File: src/lbmeq_pkg.sv
// Shared constants, types and helper functions for the D3Q19 equilibrium core.
// No dependencies; every other file refers to this package by scoped names.
package lbmeq_pkg;

  localparam int unsigned NUM_DIR  = 19;
  localparam int unsigned DIR_W    = 5;
  localparam int unsigned DATA_W   = 24;
  localparam int unsigned WEIGHT_W = 16;

  // APB register map, byte addresses 4*index
  localparam int unsigned ADDR_W    = 4;
  localparam int unsigned CFG_DW    = 32;
  localparam logic [1:0]  REG_REST  = 2'd0;
  localparam logic [1:0]  REG_AXIS  = 2'd1;
  localparam logic [1:0]  REG_DIAG  = 2'd2;

  localparam logic [WEIGHT_W-1:0] RST_W_REST = 16'd21845;
  localparam logic [WEIGHT_W-1:0] RST_W_AXIS = 16'd3641;
  localparam logic [WEIGHT_W-1:0] RST_W_DIAG = 16'd1820;

  localparam logic [DIR_W-1:0] DIR_REST      = 5'd0;
  localparam logic [DIR_W-1:0] DIR_LAST_AXIS = 5'd6;
  localparam logic [DIR_W-1:0] DIR_LAST      = 5'd18;

  // datapath widths
  localparam int unsigned VSUM_W  = 26;  // sum of up to two signed velocities
  localparam int unsigned CV_W    = 27;  // 3 * (c . v)
  localparam int unsigned CVSQ_W  = 54;  // cv * cv
  localparam int unsigned WPROD_W = 41;  // weight * density
  localparam int unsigned WR_W    = 25;  // rounded weight * density
  localparam int unsigned SUM_W   = 56;  // inner sum at Q.33
  localparam int unsigned INNER_W = 39;  // inner at Q.16
  localparam int unsigned LO_W    = 19;  // low partial of inner, unsigned
  localparam int unsigned HI_W    = INNER_W - LO_W;
  localparam int unsigned PP_W    = 45;  // each partial product
  localparam int unsigned PROD_W  = 64;
  localparam int unsigned Q_W     = PROD_W - 16;

  typedef struct packed {
    logic signed [1:0] cx;
    logic signed [1:0] cy;
    logic signed [1:0] cz;
  } dir_vec_t;

  typedef struct packed {
    logic [WEIGHT_W-1:0] rest;
    logic [WEIGHT_W-1:0] axis;
    logic [WEIGHT_W-1:0] diag;
  } weights_t;

  // one direction of one item, sequencer to datapath
  typedef struct packed {
    logic                     valid;
    logic [DIR_W-1:0]         dir;
    logic signed [DATA_W-1:0] density;
    logic signed [DATA_W-1:0] vel_x;
    logic signed [DATA_W-1:0] vel_y;
    logic signed [DATA_W-1:0] vel_z;
    logic signed [DATA_W-1:0] base_term;
  } beat_t;

  function automatic dir_vec_t dir_vec(input logic [DIR_W-1:0] d);
    dir_vec_t r;
    unique case (d)
      5'd1:    r = '{ 2'sd1,  2'sd0,  2'sd0};
      5'd2:    r = '{-2'sd1,  2'sd0,  2'sd0};
      5'd3:    r = '{ 2'sd0,  2'sd1,  2'sd0};
      5'd4:    r = '{ 2'sd0, -2'sd1,  2'sd0};
      5'd5:    r = '{ 2'sd0,  2'sd0,  2'sd1};
      5'd6:    r = '{ 2'sd0,  2'sd0, -2'sd1};
      5'd7:    r = '{ 2'sd1,  2'sd1,  2'sd0};
      5'd8:    r = '{-2'sd1, -2'sd1,  2'sd0};
      5'd9:    r = '{ 2'sd1, -2'sd1,  2'sd0};
      5'd10:   r = '{-2'sd1,  2'sd1,  2'sd0};
      5'd11:   r = '{ 2'sd1,  2'sd0,  2'sd1};
      5'd12:   r = '{-2'sd1,  2'sd0, -2'sd1};
      5'd13:   r = '{ 2'sd1,  2'sd0, -2'sd1};
      5'd14:   r = '{-2'sd1,  2'sd0,  2'sd1};
      5'd15:   r = '{ 2'sd0, -2'sd1, -2'sd1};
      5'd16:   r = '{ 2'sd0,  2'sd1,  2'sd1};
      5'd17:   r = '{ 2'sd0, -2'sd1,  2'sd1};
      5'd18:   r = '{ 2'sd0,  2'sd1, -2'sd1};
      default: r = '{ 2'sd0,  2'sd0,  2'sd0};
    endcase
    return r;
  endfunction

  // c * v for c in {-1, 0, 1}, sign-extended to the velocity sum width
  function automatic logic signed [VSUM_W-1:0] axis_term(
    input logic signed [DATA_W-1:0] v,
    input logic signed [1:0]        c
  );
    logic signed [VSUM_W-1:0] ve;
    ve = {{(VSUM_W-DATA_W){v[DATA_W-1]}}, v};
    if (c == 2'sd1)
      return ve;
    else if (c == -2'sd1)
      return -ve;
    else
      return '0;
  endfunction

endpackage

File: src/lbmeq_cfg.sv
// APB weight registers (rest, axis, diagonal) with read-back.
// Depends on lbmeq_pkg.
module lbmeq_cfg (
  input  logic                            clk,
  input  logic                            rst_n,
  input  logic                            psel,
  input  logic                            penable,
  input  logic                            pwrite,
  input  logic [lbmeq_pkg::ADDR_W-1:0]    paddr,
  input  logic [lbmeq_pkg::CFG_DW-1:0]    pwdata,
  output logic [lbmeq_pkg::CFG_DW-1:0]    prdata,
  output logic                            pready,
  output lbmeq_pkg::weights_t             weights
);

  lbmeq_pkg::weights_t w_r;
  logic                wr_en;
  logic [1:0]          idx;

  assign idx    = paddr[3:2];
  assign wr_en  = psel & penable & pwrite;
  assign pready = 1'b1;
  assign weights = w_r;

  always_ff @(posedge clk) begin
    if (!rst_n) begin
      w_r.rest <= lbmeq_pkg::RST_W_REST;
      w_r.axis <= lbmeq_pkg::RST_W_AXIS;
      w_r.diag <= lbmeq_pkg::RST_W_DIAG;
    end else if (wr_en) begin
      unique case (idx)
        lbmeq_pkg::REG_REST: w_r.rest <= pwdata[lbmeq_pkg::WEIGHT_W-1:0];
        lbmeq_pkg::REG_AXIS: w_r.axis <= pwdata[lbmeq_pkg::WEIGHT_W-1:0];
        lbmeq_pkg::REG_DIAG: w_r.diag <= pwdata[lbmeq_pkg::WEIGHT_W-1:0];
        default: ;  // unmapped, ignored
      endcase
    end
  end

  always_comb begin
    prdata = '0;
    unique case (idx)
      lbmeq_pkg::REG_REST: prdata[lbmeq_pkg::WEIGHT_W-1:0] = w_r.rest;
      lbmeq_pkg::REG_AXIS: prdata[lbmeq_pkg::WEIGHT_W-1:0] = w_r.axis;
      lbmeq_pkg::REG_DIAG: prdata[lbmeq_pkg::WEIGHT_W-1:0] = w_r.diag;
      default:             prdata = '0;
    endcase
  end

endmodule

File: config.mk
export PLATFORM = sky130hd
export DESIGN_NAME = lbmeq_cfg
export DESIGN_NICKNAME = d
export VERILOG_FILES = /design/src/lbmeq_pkg.sv /design/src/lbmeq_cfg.sv
export SDC_FILE = /design/constraint.sdc
export NUM_CORES = 1
export LEC_CHECK = 0
export ABC_AREA = 1
export BUFFER_PORTS_ARGS = -buffer_cell sky130_fd_sc_hd__buf_2
export CELL_PAD_IN_SITES_DETAIL_PLACEMENT = 1
export CELL_PAD_IN_SITES_GLOBAL_PLACEMENT = 1
export CORE_MARGIN = 1.5
export CORE_UTILIZATION = 32
export DETAILED_ROUTE_END_ITERATION = 7
export PLACE_DENSITY = 0.84
export RECOVER_POWER = 50
export SKIP_CTS_REPAIR_TIMING = 1
export SLEW_MARGIN = 20
export SYNTH_ARGS = -nofsm -noshare
export SYNTH_HDL_FRONTEND = slang
export SYNTH_SLANG_ARGS = --single-unit
File: constraint.sdc
create_clock -name clk -period 1.55 [get_ports clk]
set_input_delay 0.0775 -clock clk [delete_from_list [all_inputs] [get_ports clk]]
set_output_delay 0.0775 -clock clk [all_outputs]
set_load 0.01 [all_outputs]
### Yosys cells after proc, flatten, opt, wreduce, memory -nomap -nowiden

Cells that the tools add are included.

| operators by class | value |
|---|---|
| equality and inequality tests | 2 |
| mux-type cells | 1 |
| bitwise operators | 2 |
| reductions and logical operators | 4 |

Operator list:

| cell | count |
|---|---|
| $pmux W16 S3 | 1 |
| $reduce_and A2 Y1 | 3 |
| $and A1 B1 Y1 | 2 |
| $eq A2 B1 Y1 const B | 1 |
| $eq A2 B2 Y1 const B | 1 |
| $logic_not A2 Y1 | 1 |

| storage, ports and cells | value |
|---|---|
| register bits after elaboration | 48 |
| bits of input ports | 41 |
| output and inout bits | 81 |
| logic and storage cells | 12 |

### Depth between registers and ports, before layout

| logic depth | value |
|---|---|
| word-level depth | 3 |
| depth in mapped cells | 6 |
| depth with buffers taken out | 5 |

### Worst setup path after synthesis

No wires, ideal clock.

| path | value |
|---|---|
| path type | input-to-reg |
| from | in pwrite |
| to | reg w_r, in the netlist weights[11] |
| setup time | 0.064 ns |
| arrival | 0.790 ns |
| data required time | 1.486 ns |
| setup slack | 0.696 ns |
| stages on the path | 5 |
| path buffers | 1 |
| cell sequence | nand3_1 > nor2_4 > buf_4 > nor2_1 > nor2_1 |

| on the way | value |
|---|---|
| cells in the longest elaborated chain, start to end | 2 |

Ends and longest elaborated chain:

| item | RTL line | text |
|---|---|---|
| from (decl) | lbmeq_cfg.sv:8 | `input logic pwrite,` |
| $and A1 B1 Y1 | lbmeq_cfg.sv:21 | `assign wr_en = psel & penable & pwrite;` |
| $reduce_and A2 Y1 (no source line) | -- |  |
| to (decl) | lbmeq_cfg.sv:16 | `lbmeq_pkg::weights_t w_r;` |

No other way between the ends.
A chain may end at the register's enable or synchronous reset.

### Final worst setup path

| path | value |
|---|---|
| from | in psel |
| to | reg w_r, in the netlist weights[11] |

| on the way | value |
|---|---|
| cells in the longest elaborated chain, start to end | 3 |

Ends and longest elaborated chain:

| item | RTL line | text |
|---|---|---|
| from (decl) | lbmeq_cfg.sv:6 | `input logic psel,` |
| $and A1 B1 Y1 (2 in a row) | lbmeq_cfg.sv:21 |  |
| $reduce_and A2 Y1 (no source line) | -- |  |

No other way between the ends.

==> impl_metrics.json <==
{
  "final_common_cell": "nand2_1",
  "power.density_nw_per_um2": 847.5,
  "regArea_um2": 960.9,
  "antenna_found_initial": 0,
  "maxCapViolations": 0,
  "ys_types": 11,
  "numPortBuffers": 86,
  "finalCritPeriodShare_pct": 84.21,
  "clk_latency_ps": 300,
  "power.leakage_nw": 1.425,
  "tightest_slew_ps": 956.3,
  "drt-total-wl_um": 7209,
  "final_layout_size_suffix_gt1_share_pct": 18.26,
  "endpoint_kind": "register",
  "largest_reg_flops": 48,
  "cts_made_buffers": 5,
  "hpwl_um": 5310,
  "stdcell_count": 534,
  "ys_seq_elements": 48,
  "path_cells": "clkbuf_1, nand2_1, nor2_2, clkbuf_1, nand3_1, nand2_1, nor2_1",
  "fin_crit_ps": 1305,
  "grt_max_degree": 28,
  "vias": 2455,
  "cts_root_buf": "clkbuf_8",
  "timing.hold.ws_ps": 6.881,
  "place_congestion": 0.7255,
  "io_pins": 122,
  "htreeDepth": 2,
  "cts_tree": "built",
  "syn_inst": 351,
  "multi_input_area_um2": 1106,
  "tns_ps": 0,
  "die_area_um2": 7728,
  "cp_max_fo": 21,
  "fmax_mhz": 766.1,
  "dpl.cell_count": 526,
  "avgSynthCellArea_um2": 6.573,
  "final_nets": 478,
  "peakVddDrop_mv": 0.3488,
  "setup_violations": 0,
  "synth_top_area_share_pct": 41.65,
  "grt.overflow.total": 0,
  "hold_path.class": "primary input to register",
  "crit_buf_inv": 2,
  "grt_pass1_vias": 2368,
  "row_count": 30,
  "n_antenna_cell": 0,
  "layout.cells.most_common_list": "nand2_1, nand3_1, buf_2, nor2_1, dfxtp_1",
  "final-hold-violation-count": 0,
  "fin_skew_ps": 0,
  "rsz0062_at_grt": "no",
  "remaining_drc_errors": 0,
  "dieWidth_um": 87.91,
  "yosys.area.top_type": "dfxtp_1",
  "start_util_pct": 33.59,
  "relSlewSlack_pct": 36.25,
  "syn_area_um2": 2307,
  "detail_route.wl_per_cell_um": 13.50,
  "dr.pass1.iters": 4,
  "cpMaxStageDelayCell": "clkbuf_1",
  "grt_use_total_pct": 19.50,
  "synth_top_cells_by_area": "dfxtp_1, nand2_1, nand3_1",
  "synth.yosys.seq_area_share_pct": 41.65,
  "post_drt_via_cell_ratio": 4.597,
  "ant_nets": 0,
  "grt_pass1_wl_um": 11540,
  "finalMaxSlewViolations": 0,
  "fillers": 962,
  "core_area_um2": 6869,
  "outcome": "finished, final reports clean",
  "crit_family": "buffers and inverters",
  "slowest_delay_ps": 740,
  "start_kind": "primary input",
  "dr.first_iter.drc_count": 81,
  "cts_sinks": 48,
  "synthToLayoutAreaGrowth_pct": 23.43,
  "total_power_w": 0.002413,
  "cp_data_required_time_ps": 1750,
  "arrival_ps": 1510,
  "path_class": "primary input to register",
  "yosysWarnings": 0,
  "die_y_um": 87.91,
  "clockBufferDepth": 2,
  "clkTransAtPathRegs_ps": 90
}
==> through the flow <==
step                setup slack, ps  util (%)  instance area [um^2]
floorplan                     696.2         -                  2364
global placement              344.1     41.00                  2816
detailed placement            283.9     41.00                  2816
CTS                           361.2     42.37                  2910
global route                  135.3     41.46                  2848
finish                        244.7     41.46                  2848
==> layout make-up <==
class,count,share of cell area [%]
Timing Repair Buffer,98,17.66
Clock inverter,1,0.2636
Clock buffer,7,3.032
Inverter,17,2.241
Tap cell,96,4.218
Multi-Input combinational cell,267,38.84
Sequential cell,48,33.74
==> Yosys cell counts <==
cell type / number
nand3_1: 65
clkbuf_1: 4
buf_2: 6
inv_1: 17
buf_4: 22
nor2_1: 56
dfxtp_1: 48
nand2_1: 124
buf_1: 2
nor2_4: 5
conb_1: 2
==> final timing paths <==
path | startpoint | endpoint | slack (ps) | cells past startpoint
worst max-delay path | psel | weights[11]$_SDFFE_PN0P_ | 240 | 7
worst min-delay path | pwdata[14] | weights[46]$_SDFFE_PN1P_ | 7 | 3
worst max register to register | weights[13]$_SDFFE_PN0P_ | weights[13]$_SDFFE_PN0P_ | 930 | 2
worst min register to register | weights[42]$_SDFFE_PN1P_ | weights[42]$_SDFFE_PN1P_ | 490 | 2
==> logic make-up (layout without fill, tap and decap cells) <==
| logic type | count (synthesis) | in the layout | share of synthesized area, % |
|---|---|---|---|
| simple gates | 250 | 250 | 45.82 |
| flops | 48 | 48 | 41.65 |
| other cells | 2 | 17 | 0.3255 |
| buf+inv | 51 | 123 | 12.20 |
==> worst register-to-register path: stages, from the launching register on <==
cell and delay, ps:
dfxtp_1 340, nor2_1 130, nor2_1 60
==> layer usage <==
| layer | track usage [%] | up-vias | share of wire, % |
|---|---|---|---|
| met3 | 3.582 | 9 | 3.8 |
| met4 | 5.628 | 0 | 1.1 |
| li1 | - | 1228 | - |
| met1 | 23.85 | 1159 | 45 |
| met2 | 34.77 | 59 | 50 |
| met5 | 0 | - | 0 |
==> report_power, final <==
part	switching (W)	internal, W	total [W]
sequential	0.0000214	0.00126	0.00128
clock	0.000420	0.000363	0.000784
combinational	0.000228	0.000121	0.000349
(Power assumes the default switching activity.)
