==> src/lbmeq_pkg.sv <==
// Shared constants, types and helper functions for the D3Q19 equilibrium core.
// No dependencies; every other file refers to this package by scoped names.
package lbmeq_pkg;

  localparam int unsigned NUM_DIR  = 19;
  localparam int unsigned DIR_W    = 5;
  localparam int unsigned DATA_W   = 24;
  localparam int unsigned WEIGHT_W = 16;

  // APB register map, byte addresses 4*index
  localparam int unsigned ADDR_W    = 4;
  localparam int unsigned CFG_DW    = 32;
  localparam logic [1:0]  REG_REST  = 2'd0;
  localparam logic [1:0]  REG_AXIS  = 2'd1;
  localparam logic [1:0]  REG_DIAG  = 2'd2;

  localparam logic [WEIGHT_W-1:0] RST_W_REST = 16'd21845;
  localparam logic [WEIGHT_W-1:0] RST_W_AXIS = 16'd3641;
  localparam logic [WEIGHT_W-1:0] RST_W_DIAG = 16'd1820;

  localparam logic [DIR_W-1:0] DIR_REST      = 5'd0;
  localparam logic [DIR_W-1:0] DIR_LAST_AXIS = 5'd6;
  localparam logic [DIR_W-1:0] DIR_LAST      = 5'd18;

  // datapath widths
  localparam int unsigned VSUM_W  = 26;  // sum of up to two signed velocities
  localparam int unsigned CV_W    = 27;  // 3 * (c . v)
  localparam int unsigned CVSQ_W  = 54;  // cv * cv
  localparam int unsigned WPROD_W = 41;  // weight * density
  localparam int unsigned WR_W    = 25;  // rounded weight * density
  localparam int unsigned SUM_W   = 56;  // inner sum at Q.33
  localparam int unsigned INNER_W = 39;  // inner at Q.16
  localparam int unsigned LO_W    = 19;  // low partial of inner, unsigned
  localparam int unsigned HI_W    = INNER_W - LO_W;
  localparam int unsigned PP_W    = 45;  // each partial product
  localparam int unsigned PROD_W  = 64;
  localparam int unsigned Q_W     = PROD_W - 16;

  typedef struct packed {
    logic signed [1:0] cx;
    logic signed [1:0] cy;
    logic signed [1:0] cz;
  } dir_vec_t;

  typedef struct packed {
    logic [WEIGHT_W-1:0] rest;
    logic [WEIGHT_W-1:0] axis;
    logic [WEIGHT_W-1:0] diag;
  } weights_t;

  // one direction of one item, sequencer to datapath
  typedef struct packed {
    logic                     valid;
    logic [DIR_W-1:0]         dir;
    logic signed [DATA_W-1:0] density;
    logic signed [DATA_W-1:0] vel_x;
    logic signed [DATA_W-1:0] vel_y;
    logic signed [DATA_W-1:0] vel_z;
    logic signed [DATA_W-1:0] base_term;
  } beat_t;

  function automatic dir_vec_t dir_vec(input logic [DIR_W-1:0] d);
    dir_vec_t r;
    unique case (d)
      5'd1:    r = '{ 2'sd1,  2'sd0,  2'sd0};
      5'd2:    r = '{-2'sd1,  2'sd0,  2'sd0};
      5'd3:    r = '{ 2'sd0,  2'sd1,  2'sd0};
      5'd4:    r = '{ 2'sd0, -2'sd1,  2'sd0};
      5'd5:    r = '{ 2'sd0,  2'sd0,  2'sd1};
      5'd6:    r = '{ 2'sd0,  2'sd0, -2'sd1};
      5'd7:    r = '{ 2'sd1,  2'sd1,  2'sd0};
      5'd8:    r = '{-2'sd1, -2'sd1,  2'sd0};
      5'd9:    r = '{ 2'sd1, -2'sd1,  2'sd0};
      5'd10:   r = '{-2'sd1,  2'sd1,  2'sd0};
      5'd11:   r = '{ 2'sd1,  2'sd0,  2'sd1};
      5'd12:   r = '{-2'sd1,  2'sd0, -2'sd1};
      5'd13:   r = '{ 2'sd1,  2'sd0, -2'sd1};
      5'd14:   r = '{-2'sd1,  2'sd0,  2'sd1};
      5'd15:   r = '{ 2'sd0, -2'sd1, -2'sd1};
      5'd16:   r = '{ 2'sd0,  2'sd1,  2'sd1};
      5'd17:   r = '{ 2'sd0, -2'sd1,  2'sd1};
      5'd18:   r = '{ 2'sd0,  2'sd1, -2'sd1};
      default: r = '{ 2'sd0,  2'sd0,  2'sd0};
    endcase
    return r;
  endfunction

  // c * v for c in {-1, 0, 1}, sign-extended to the velocity sum width
  function automatic logic signed [VSUM_W-1:0] axis_term(
    input logic signed [DATA_W-1:0] v,
    input logic signed [1:0]        c
  );
    logic signed [VSUM_W-1:0] ve;
    ve = {{(VSUM_W-DATA_W){v[DATA_W-1]}}, v};
    if (c == 2'sd1)
      return ve;
    else if (c == -2'sd1)
      return -ve;
    else
      return '0;
  endfunction

endpackage

==> src/lbmeq_channels.sv <==
// Valid/ready channel interfaces for the equilibrium core: node in, population out.
// Depends on lbmeq_pkg for field widths.
interface lbmeq_in_if;
  logic                                      valid;
  logic                                      ready;
  logic signed [lbmeq_pkg::DATA_W-1:0]       density;
  logic signed [lbmeq_pkg::DATA_W-1:0]       vel_x;
  logic signed [lbmeq_pkg::DATA_W-1:0]       vel_y;
  logic signed [lbmeq_pkg::DATA_W-1:0]       vel_z;
  logic signed [lbmeq_pkg::DATA_W-1:0]       base_term;

  modport source (output valid, density, vel_x, vel_y, vel_z, base_term, input ready);
  modport sink   (input valid, density, vel_x, vel_y, vel_z, base_term, output ready);
endinterface


==> src/lbmeq_seq.sv <==
// Direction sequencer: holds one node and issues its 19 directions, one per advance.
// Depends on lbmeq_pkg and lbmeq_in_if.
module lbmeq_seq (
  input  logic                 clk,
  input  logic                 rst_n,
  lbmeq_in_if.sink             in_if,
  input  logic                 adv,
  output lbmeq_pkg::beat_t     beat
);

  logic                                busy_r, busy_nxt;
  logic [lbmeq_pkg::DIR_W-1:0]         dir_r, dir_nxt;
  logic signed [lbmeq_pkg::DATA_W-1:0] rho_r, vx_r, vy_r, vz_r, base_r;
  logic                                issue, take;

  assign issue       = busy_r & adv;
  assign in_if.ready = ~busy_r | (issue & (dir_r == lbmeq_pkg::DIR_LAST));
  assign take        = in_if.valid & in_if.ready;

  always_comb begin
    busy_nxt = busy_r;
    dir_nxt  = dir_r;
    if (take) begin
      busy_nxt = 1'b1;
      dir_nxt  = lbmeq_pkg::DIR_REST;
    end else if (issue) begin
      if (dir_r == lbmeq_pkg::DIR_LAST) begin
        busy_nxt = 1'b0;
      end else begin
        dir_nxt = dir_r + 5'd1;
      end
    end
  end

  always_ff @(posedge clk) begin
    if (!rst_n) begin
      busy_r <= 1'b0;
      dir_r  <= lbmeq_pkg::DIR_REST;
    end else begin
      busy_r <= busy_nxt;
      dir_r  <= dir_nxt;
    end
  end

  always_ff @(posedge clk) begin
    if (take) begin
      rho_r  <= in_if.density;
      vx_r   <= in_if.vel_x;
      vy_r   <= in_if.vel_y;
      vz_r   <= in_if.vel_z;
      base_r <= in_if.base_term;
    end
  end

  assign beat.valid     = busy_r;
  assign beat.dir       = dir_r;
  assign beat.density   = rho_r;
  assign beat.vel_x     = vx_r;
  assign beat.vel_y     = vy_r;
  assign beat.vel_z     = vz_r;
  assign beat.base_term = base_r;

endmodule

==> src/flat_wrapper.sv <==
// flat-port wrapper written by rule: the top's interface ports become plain ports
module lbmeq_seq_flat 
  (clk, rst_n, adv, beat, in_if_valid, in_if_density, in_if_vel_x, in_if_vel_y, in_if_vel_z, in_if_base_term, in_if_ready);
  lbmeq_in_if in_if_i ();
  input  logic clk;
  input  logic rst_n;
  input  logic adv;
  output lbmeq_pkg::beat_t beat;
  input wire logic [$bits(in_if_i.valid)-1:0] in_if_valid;
  input wire logic [$bits(in_if_i.density)-1:0] in_if_density;
  input wire logic [$bits(in_if_i.vel_x)-1:0] in_if_vel_x;
  input wire logic [$bits(in_if_i.vel_y)-1:0] in_if_vel_y;
  input wire logic [$bits(in_if_i.vel_z)-1:0] in_if_vel_z;
  input wire logic [$bits(in_if_i.base_term)-1:0] in_if_base_term;
  output wire logic [$bits(in_if_i.ready)-1:0] in_if_ready;
  assign in_if_i.valid = in_if_valid;
  assign in_if_i.density = in_if_density;
  assign in_if_i.vel_x = in_if_vel_x;
  assign in_if_i.vel_y = in_if_vel_y;
  assign in_if_i.vel_z = in_if_vel_z;
  assign in_if_i.base_term = in_if_base_term;
  assign in_if_ready = in_if_i.ready;
  lbmeq_seq u_core (.clk(clk), .rst_n(rst_n), .in_if(in_if_i), .adv(adv), .beat(beat));
endmodule
==> config.mk <==
export PLATFORM = sky130hd
export DESIGN_NAME = lbmeq_seq_flat
export DESIGN_NICKNAME = d
export VERILOG_FILES = /design/src/lbmeq_pkg.sv /design/src/lbmeq_channels.sv /design/src/lbmeq_seq.sv /design/src/flat_wrapper.sv
export SDC_FILE = /design/constraint.sdc
export NUM_CORES = 1
export LEC_CHECK = 0
export ABC_CLOCK_PERIOD_IN_PS = 7500
export BUFFER_PORTS_ARGS = -buffer_cell sky130_fd_sc_hd__buf_2
export CAP_MARGIN = 20
export CORE_ASPECT_RATIO = 1.75
export CORE_UTILIZATION = 35
export CTS_CLUSTER_SIZE = 12
export DETAILED_ROUTE_END_ITERATION = 6
export GPL_TIMING_DRIVEN = 0
export PLACE_DENSITY = 0.71
export SLEW_MARGIN = 10
export SYNTH_ARGS = -nofsm -noshare
export SYNTH_HDL_FRONTEND = slang
export SYNTH_SLANG_ARGS = --single-unit
export TNS_END_PERCENT = 30
==> constraint.sdc <==
create_clock -name clk -period 7.5 [get_ports clk]
set_clock_uncertainty 0.2 [all_clocks]
set_input_delay 0.375 -clock clk [delete_from_list [all_inputs] [get_ports clk]]
set_output_delay 0.375 -clock clk [all_outputs]
set_load 0.01 [all_outputs]
==> results.yml, run 1 <==
synth:
  yosysTopAreaCell: "edfxtp_1"
  yosys_warnings: 0
  seq_area_frac_synth: 0.941
  synth_enable_flop_cells: 120
  syn_nets: 284
  synth.distinct_cells: 16
  synth_most_common_cell: "edfxtp_1"
  syn_area_mm2: 0.00396
  avgSynthCellArea_um2: 25.0
  ys_top_cells_by_count: "edfxtp_1 (120), dfxtp_1 (6), a21oi_2 (5), or3_1 (5)"
  synth-seq-cells: 126
  yosys-top-cells-area: "edfxtp_1 (91%), dfxtp_1 (3.0%), a21oi_2 (1.1%)"
  synthFlopType: "edfxtp_1"
  synth_top_area_frac: 0.911
  synth-async-reset-ratio: 0
  syn-instance-count: 158
floorplanning:
  die_h_um: 143
  start_util: 0.358
  num_rows: 51
  ios: 251
  die_x_um: 82.4
placement:
  place_congestion: 0.750
  io_buffers: 250
  hpwl_um: 7310
cts:
  cts_buffers: 17
  htree_levels: 4
  clock-root-buffer: "clkbuf_16"
  cts_max_path_buffers: 2
  ctsHoldBuffers: 116
  cts_sinks: 126
  postCtsSetupBuffers: 0
  ctsResizeCount: 0
status:
  stop_stage: "4_1_cts"
  status: "aborted with a tool error"
  error_line: "[ERROR RSZ-0060] Max buffer count reached."
stage by stage:
step / hold WS, ns / worst slack (ns) / area [um2] / std cells
after detailed placement: 0.319 / 5.18 / 5460 / 544
after floorplan: 0.274 / 0.422 / 3960 / 158
after global placement: 0.303 / -1.17 / 5370 / 540
cell families after synthesis:
family | share of synthesized area
flip-flops | 0.941
AO/OA/AOI/OAI | 0.0250
buffers and inverters | 0.00475
AND/OR/NAND/NOR | 0.0225
adder cells (fa/ha/maj) | 0.00633
==> run 2: changes to the inputs <==
--- a/config.mk
+++ b/config.mk
@@ -5,15 +5,13 @@
 export SDC_FILE = /design/constraint.sdc
 export NUM_CORES = 1
 export LEC_CHECK = 0
-export ABC_CLOCK_PERIOD_IN_PS = 7500
+export ABC_CLOCK_PERIOD_IN_PS = 9800
 export BUFFER_PORTS_ARGS = -buffer_cell sky130_fd_sc_hd__buf_2
 export CAP_MARGIN = 20
-export CORE_ASPECT_RATIO = 1.75
-export CORE_UTILIZATION = 35
-export CTS_CLUSTER_SIZE = 12
+export CORE_UTILIZATION = 20
 export DETAILED_ROUTE_END_ITERATION = 6
 export GPL_TIMING_DRIVEN = 0
-export PLACE_DENSITY = 0.71
+export PLACE_DENSITY_LB_ADDON = 0.15
 export SLEW_MARGIN = 10
 export SYNTH_ARGS = -nofsm -noshare
 export SYNTH_HDL_FRONTEND = slang
==> constraint.sdc (replaced) <==
create_clock -name clk -period 9.8 [get_ports clk]
set_clock_uncertainty 0.2 [all_clocks]
set_input_delay 0.49 -clock clk [delete_from_list [all_inputs] [get_ports clk]]
set_output_delay 0.49 -clock clk [all_outputs]
set_load 0.01 [all_outputs]
==> run 2 against run 1 <==
  * The run now ends clean
  * Synthesized area stayed put
  * Synthesized cell count stayed put
==> results.yml, run 2 <==
status:
  status: "complete, no violations"
synth:
  synth-async-reset-ratio: 0
  synth_most_common_cell: "edfxtp_1"
  ys_top_cells_by_count: "edfxtp_1 (120), dfxtp_1 (6), a21oi_2 (5), or3_1 (5)"
  yosys-top-cells-area: "edfxtp_1 (91%), dfxtp_1 (3.0%), a21oi_2 (1.1%)"
  syn-instance-count: 158
  synthFlopType: "edfxtp_1"
  yosysTopAreaCell: "edfxtp_1"
  yosys_warnings: 0
  syn_area_mm2: 0.00396
  avgSynthCellArea_um2: 25.0
  seq_area_frac_synth: 0.941
  synth.distinct_cells: 16
  synth-seq-cells: 126
  synth_enable_flop_cells: 120
  synth_top_area_frac: 0.911
  syn_nets: 284
final_layout:
  final_util: 0.322
  drive_gt1_frac: 0.654
  layout_commonest_cell: "buf_2"
  area_delta_synth_final_pct: 58.1
  design_area_mm2: 0.00625
  n_fill_cell: 1988
  fin_nets: 558
  layout_common_cells: "buf_2 (250), edfxtp_1 (120), clkbuf_16 (17), dfxtp_1 (6)"
worst_setup_path:
  reg2reg_slack_ns: 7.12
  end_kind: "primary output"
  cp-start-kind: "flop"
  slowest_delay_ns: 0.46
  cpMostUsedCell: "inv_1"
  crit_path_cell_trace: "inv_1 -> ha_1 -> and4bb_4 -> a21boi_0 -> inv_1 -> buf_2"
  worstPathRequired_ns: 9.11
  r2r_start: "u_core.dir_r[1]"
  worst_r2r_endpoint: "u_core.base_r[4]"
  critPathSlowestCell: "a21boi_0"
  arrival_ns: 2.01
  crit_fanout: 7
  r2r_cells: 7
  path_class: "flop to primary output"
routing:
  vias: 2511
  viasPerCell: 3.55
  dr.pass1.iters: 4
  wl_per_cell_um: 13.5
  routed_wl_um: 9540
  drt_iter0_markers: 68
  drcViolationCount: 0
  detail-route-antenna-nets: 0
timing:
  grt_setup_unrepaired: "false"
  max_freq_mhz: 371
  finalMaxSlewViolations: 0
  slew_headroom: 0.638
  finalHoldViolCount: 0
  fin_crit_sh: 0.275
  tightest_slew_ns: 0.538
  min_period_ns: 2.70
  tns_ns: 0
  setup_viol: 0
placement:
  hpwl_um: 7220
  detailed_place.area_mm2: 0.00567
  io_buffers: 250
  place_congestion: 0.687
cts:
  clk_pin_slew_worst_paths_ns: 0.05
  ctsResizeCount: 0
  cts_max_path_buffers: 2
  cts_sinks: 126
  postCtsSetupBuffers: 0
  insertion_delay_ns: 0.40
  cts_tree: "built"
  ctsHoldBuffers: 0
  htree_levels: 4
  clock-root-buffer: "clkbuf_16"
  cts_buffers: 17
grt:
  grt_max_degree: 32
  grt.overflow.total: 0
  use_met3: 0.0610
  use_met2: 0.148
  met1_usage: 0.0928
  grt_pass1_wl_um: 13700
  antenna_found_initial: 3
  grt-busiest-layer: "met2"
  grt_pass1_vias: 2575
  grt_use_total: 0.0924
floorplanning:
  core_mm2: 0.0194
  die_h_um: 143
  num_rows: 51
  die-area_mm2: 0.0203
  die_x_um: 143
  ios: 251
  start_util: 0.204
hold_path:
  min_delay_worst_endpoint: "u_core.base_r[5]"
  hp-start: "in_if_base_term[5]"
  min_path_type: "input pin to flop"
  hold_depth: 1
power:
  ir_worst_vdd_mv: 0.106
  p_per_area_mw_per_mm2: 216
  p_leak_nw: 2.60
job:
  cap_violations: 0
[run 2: worst max path at each step]
stage                         start                to  slack, ns
floorplan           u_core.dir_r[1]  u_core.base_r[0]       2.72
global placement    u_core.dir_r[1]  u_core.rho_r[11]       0.33
detailed placement  u_core.dir_r[1]  u_core.rho_r[22]       7.07
CTS                 u_core.dir_r[0]       in_if_ready       7.06
global route        u_core.dir_r[0]       in_if_ready       6.93
finish              u_core.dir_r[0]       in_if_ready       7.10
[run 2: area by class of cell]
class | count | area (um2) | area share
Inverter | 3 | 11.3 | 0.00180
Antenna cell | 1 | 2.50 | 0.000400
Clock inverter | 9 | 145 | 0.0232
Buffer | 1 | 7.51 | 0.00120
Timing Repair Buffer | 255 | 1370 | 0.220
Clock buffer | 20 | 437 | 0.0698
Sequential cell | 126 | 3720 | 0.596
Multi-Input combinational cell | 28 | 220 | 0.0352
Tap cell | 265 | 332 | 0.0530
[run 2: metal layers]
metal	wire length, um	vias to the layer above	share of wire
met5	32	-	0.0034
met4	112	4	0.012
met3	1180	10	0.12
met2	4580	137	0.48
met1	3640	1179	0.38
li1	-	1181	-
[run 2: stage by stage]
stage	hold slack, ns	setup slack [ns]	power (W)	cells
after global placement	0.301	0.328	0.000734	673
after CTS	0.0358	7.06	0.00138	707
after global routing	0.0266	6.93	0.00141	708
after floorplan	0.332	2.72	0.000677	158
after detailed placement	0.308	7.07	0.000736	678
final	0.0623	7.10	0.00135	708
[run 2: kinds of logic after synthesis]
kind of cell / synth area share
DFF: 0.941
and+or+nand+nor: 0.0225
AOI/OAI and AO/OA: 0.0250
buffers and inverters: 0.00475
adders and majority gates: 0.00633
[run 2: worst max-delay path, delay by kind of cell (launching register included)]
family | cells | cell delay [ns]
flip-flops | 1 | 0.42
AND/OR/NAND/NOR | 1 | 0.22
adder cells (fa/ha/maj) | 1 | 0.19
AO/OA/AOI/OAI | 1 | 0.46
buffers and inverters | 3 | 0.31
[run 2: power breakdown]
part           internal [W]  switching [W]
combinational     0.0000432      0.0000477
clock              0.000418       0.000211
sequential         0.000625     0.00000638
total               0.00109       0.000265
No activity file was read; power rests on OpenSTA's default activity.
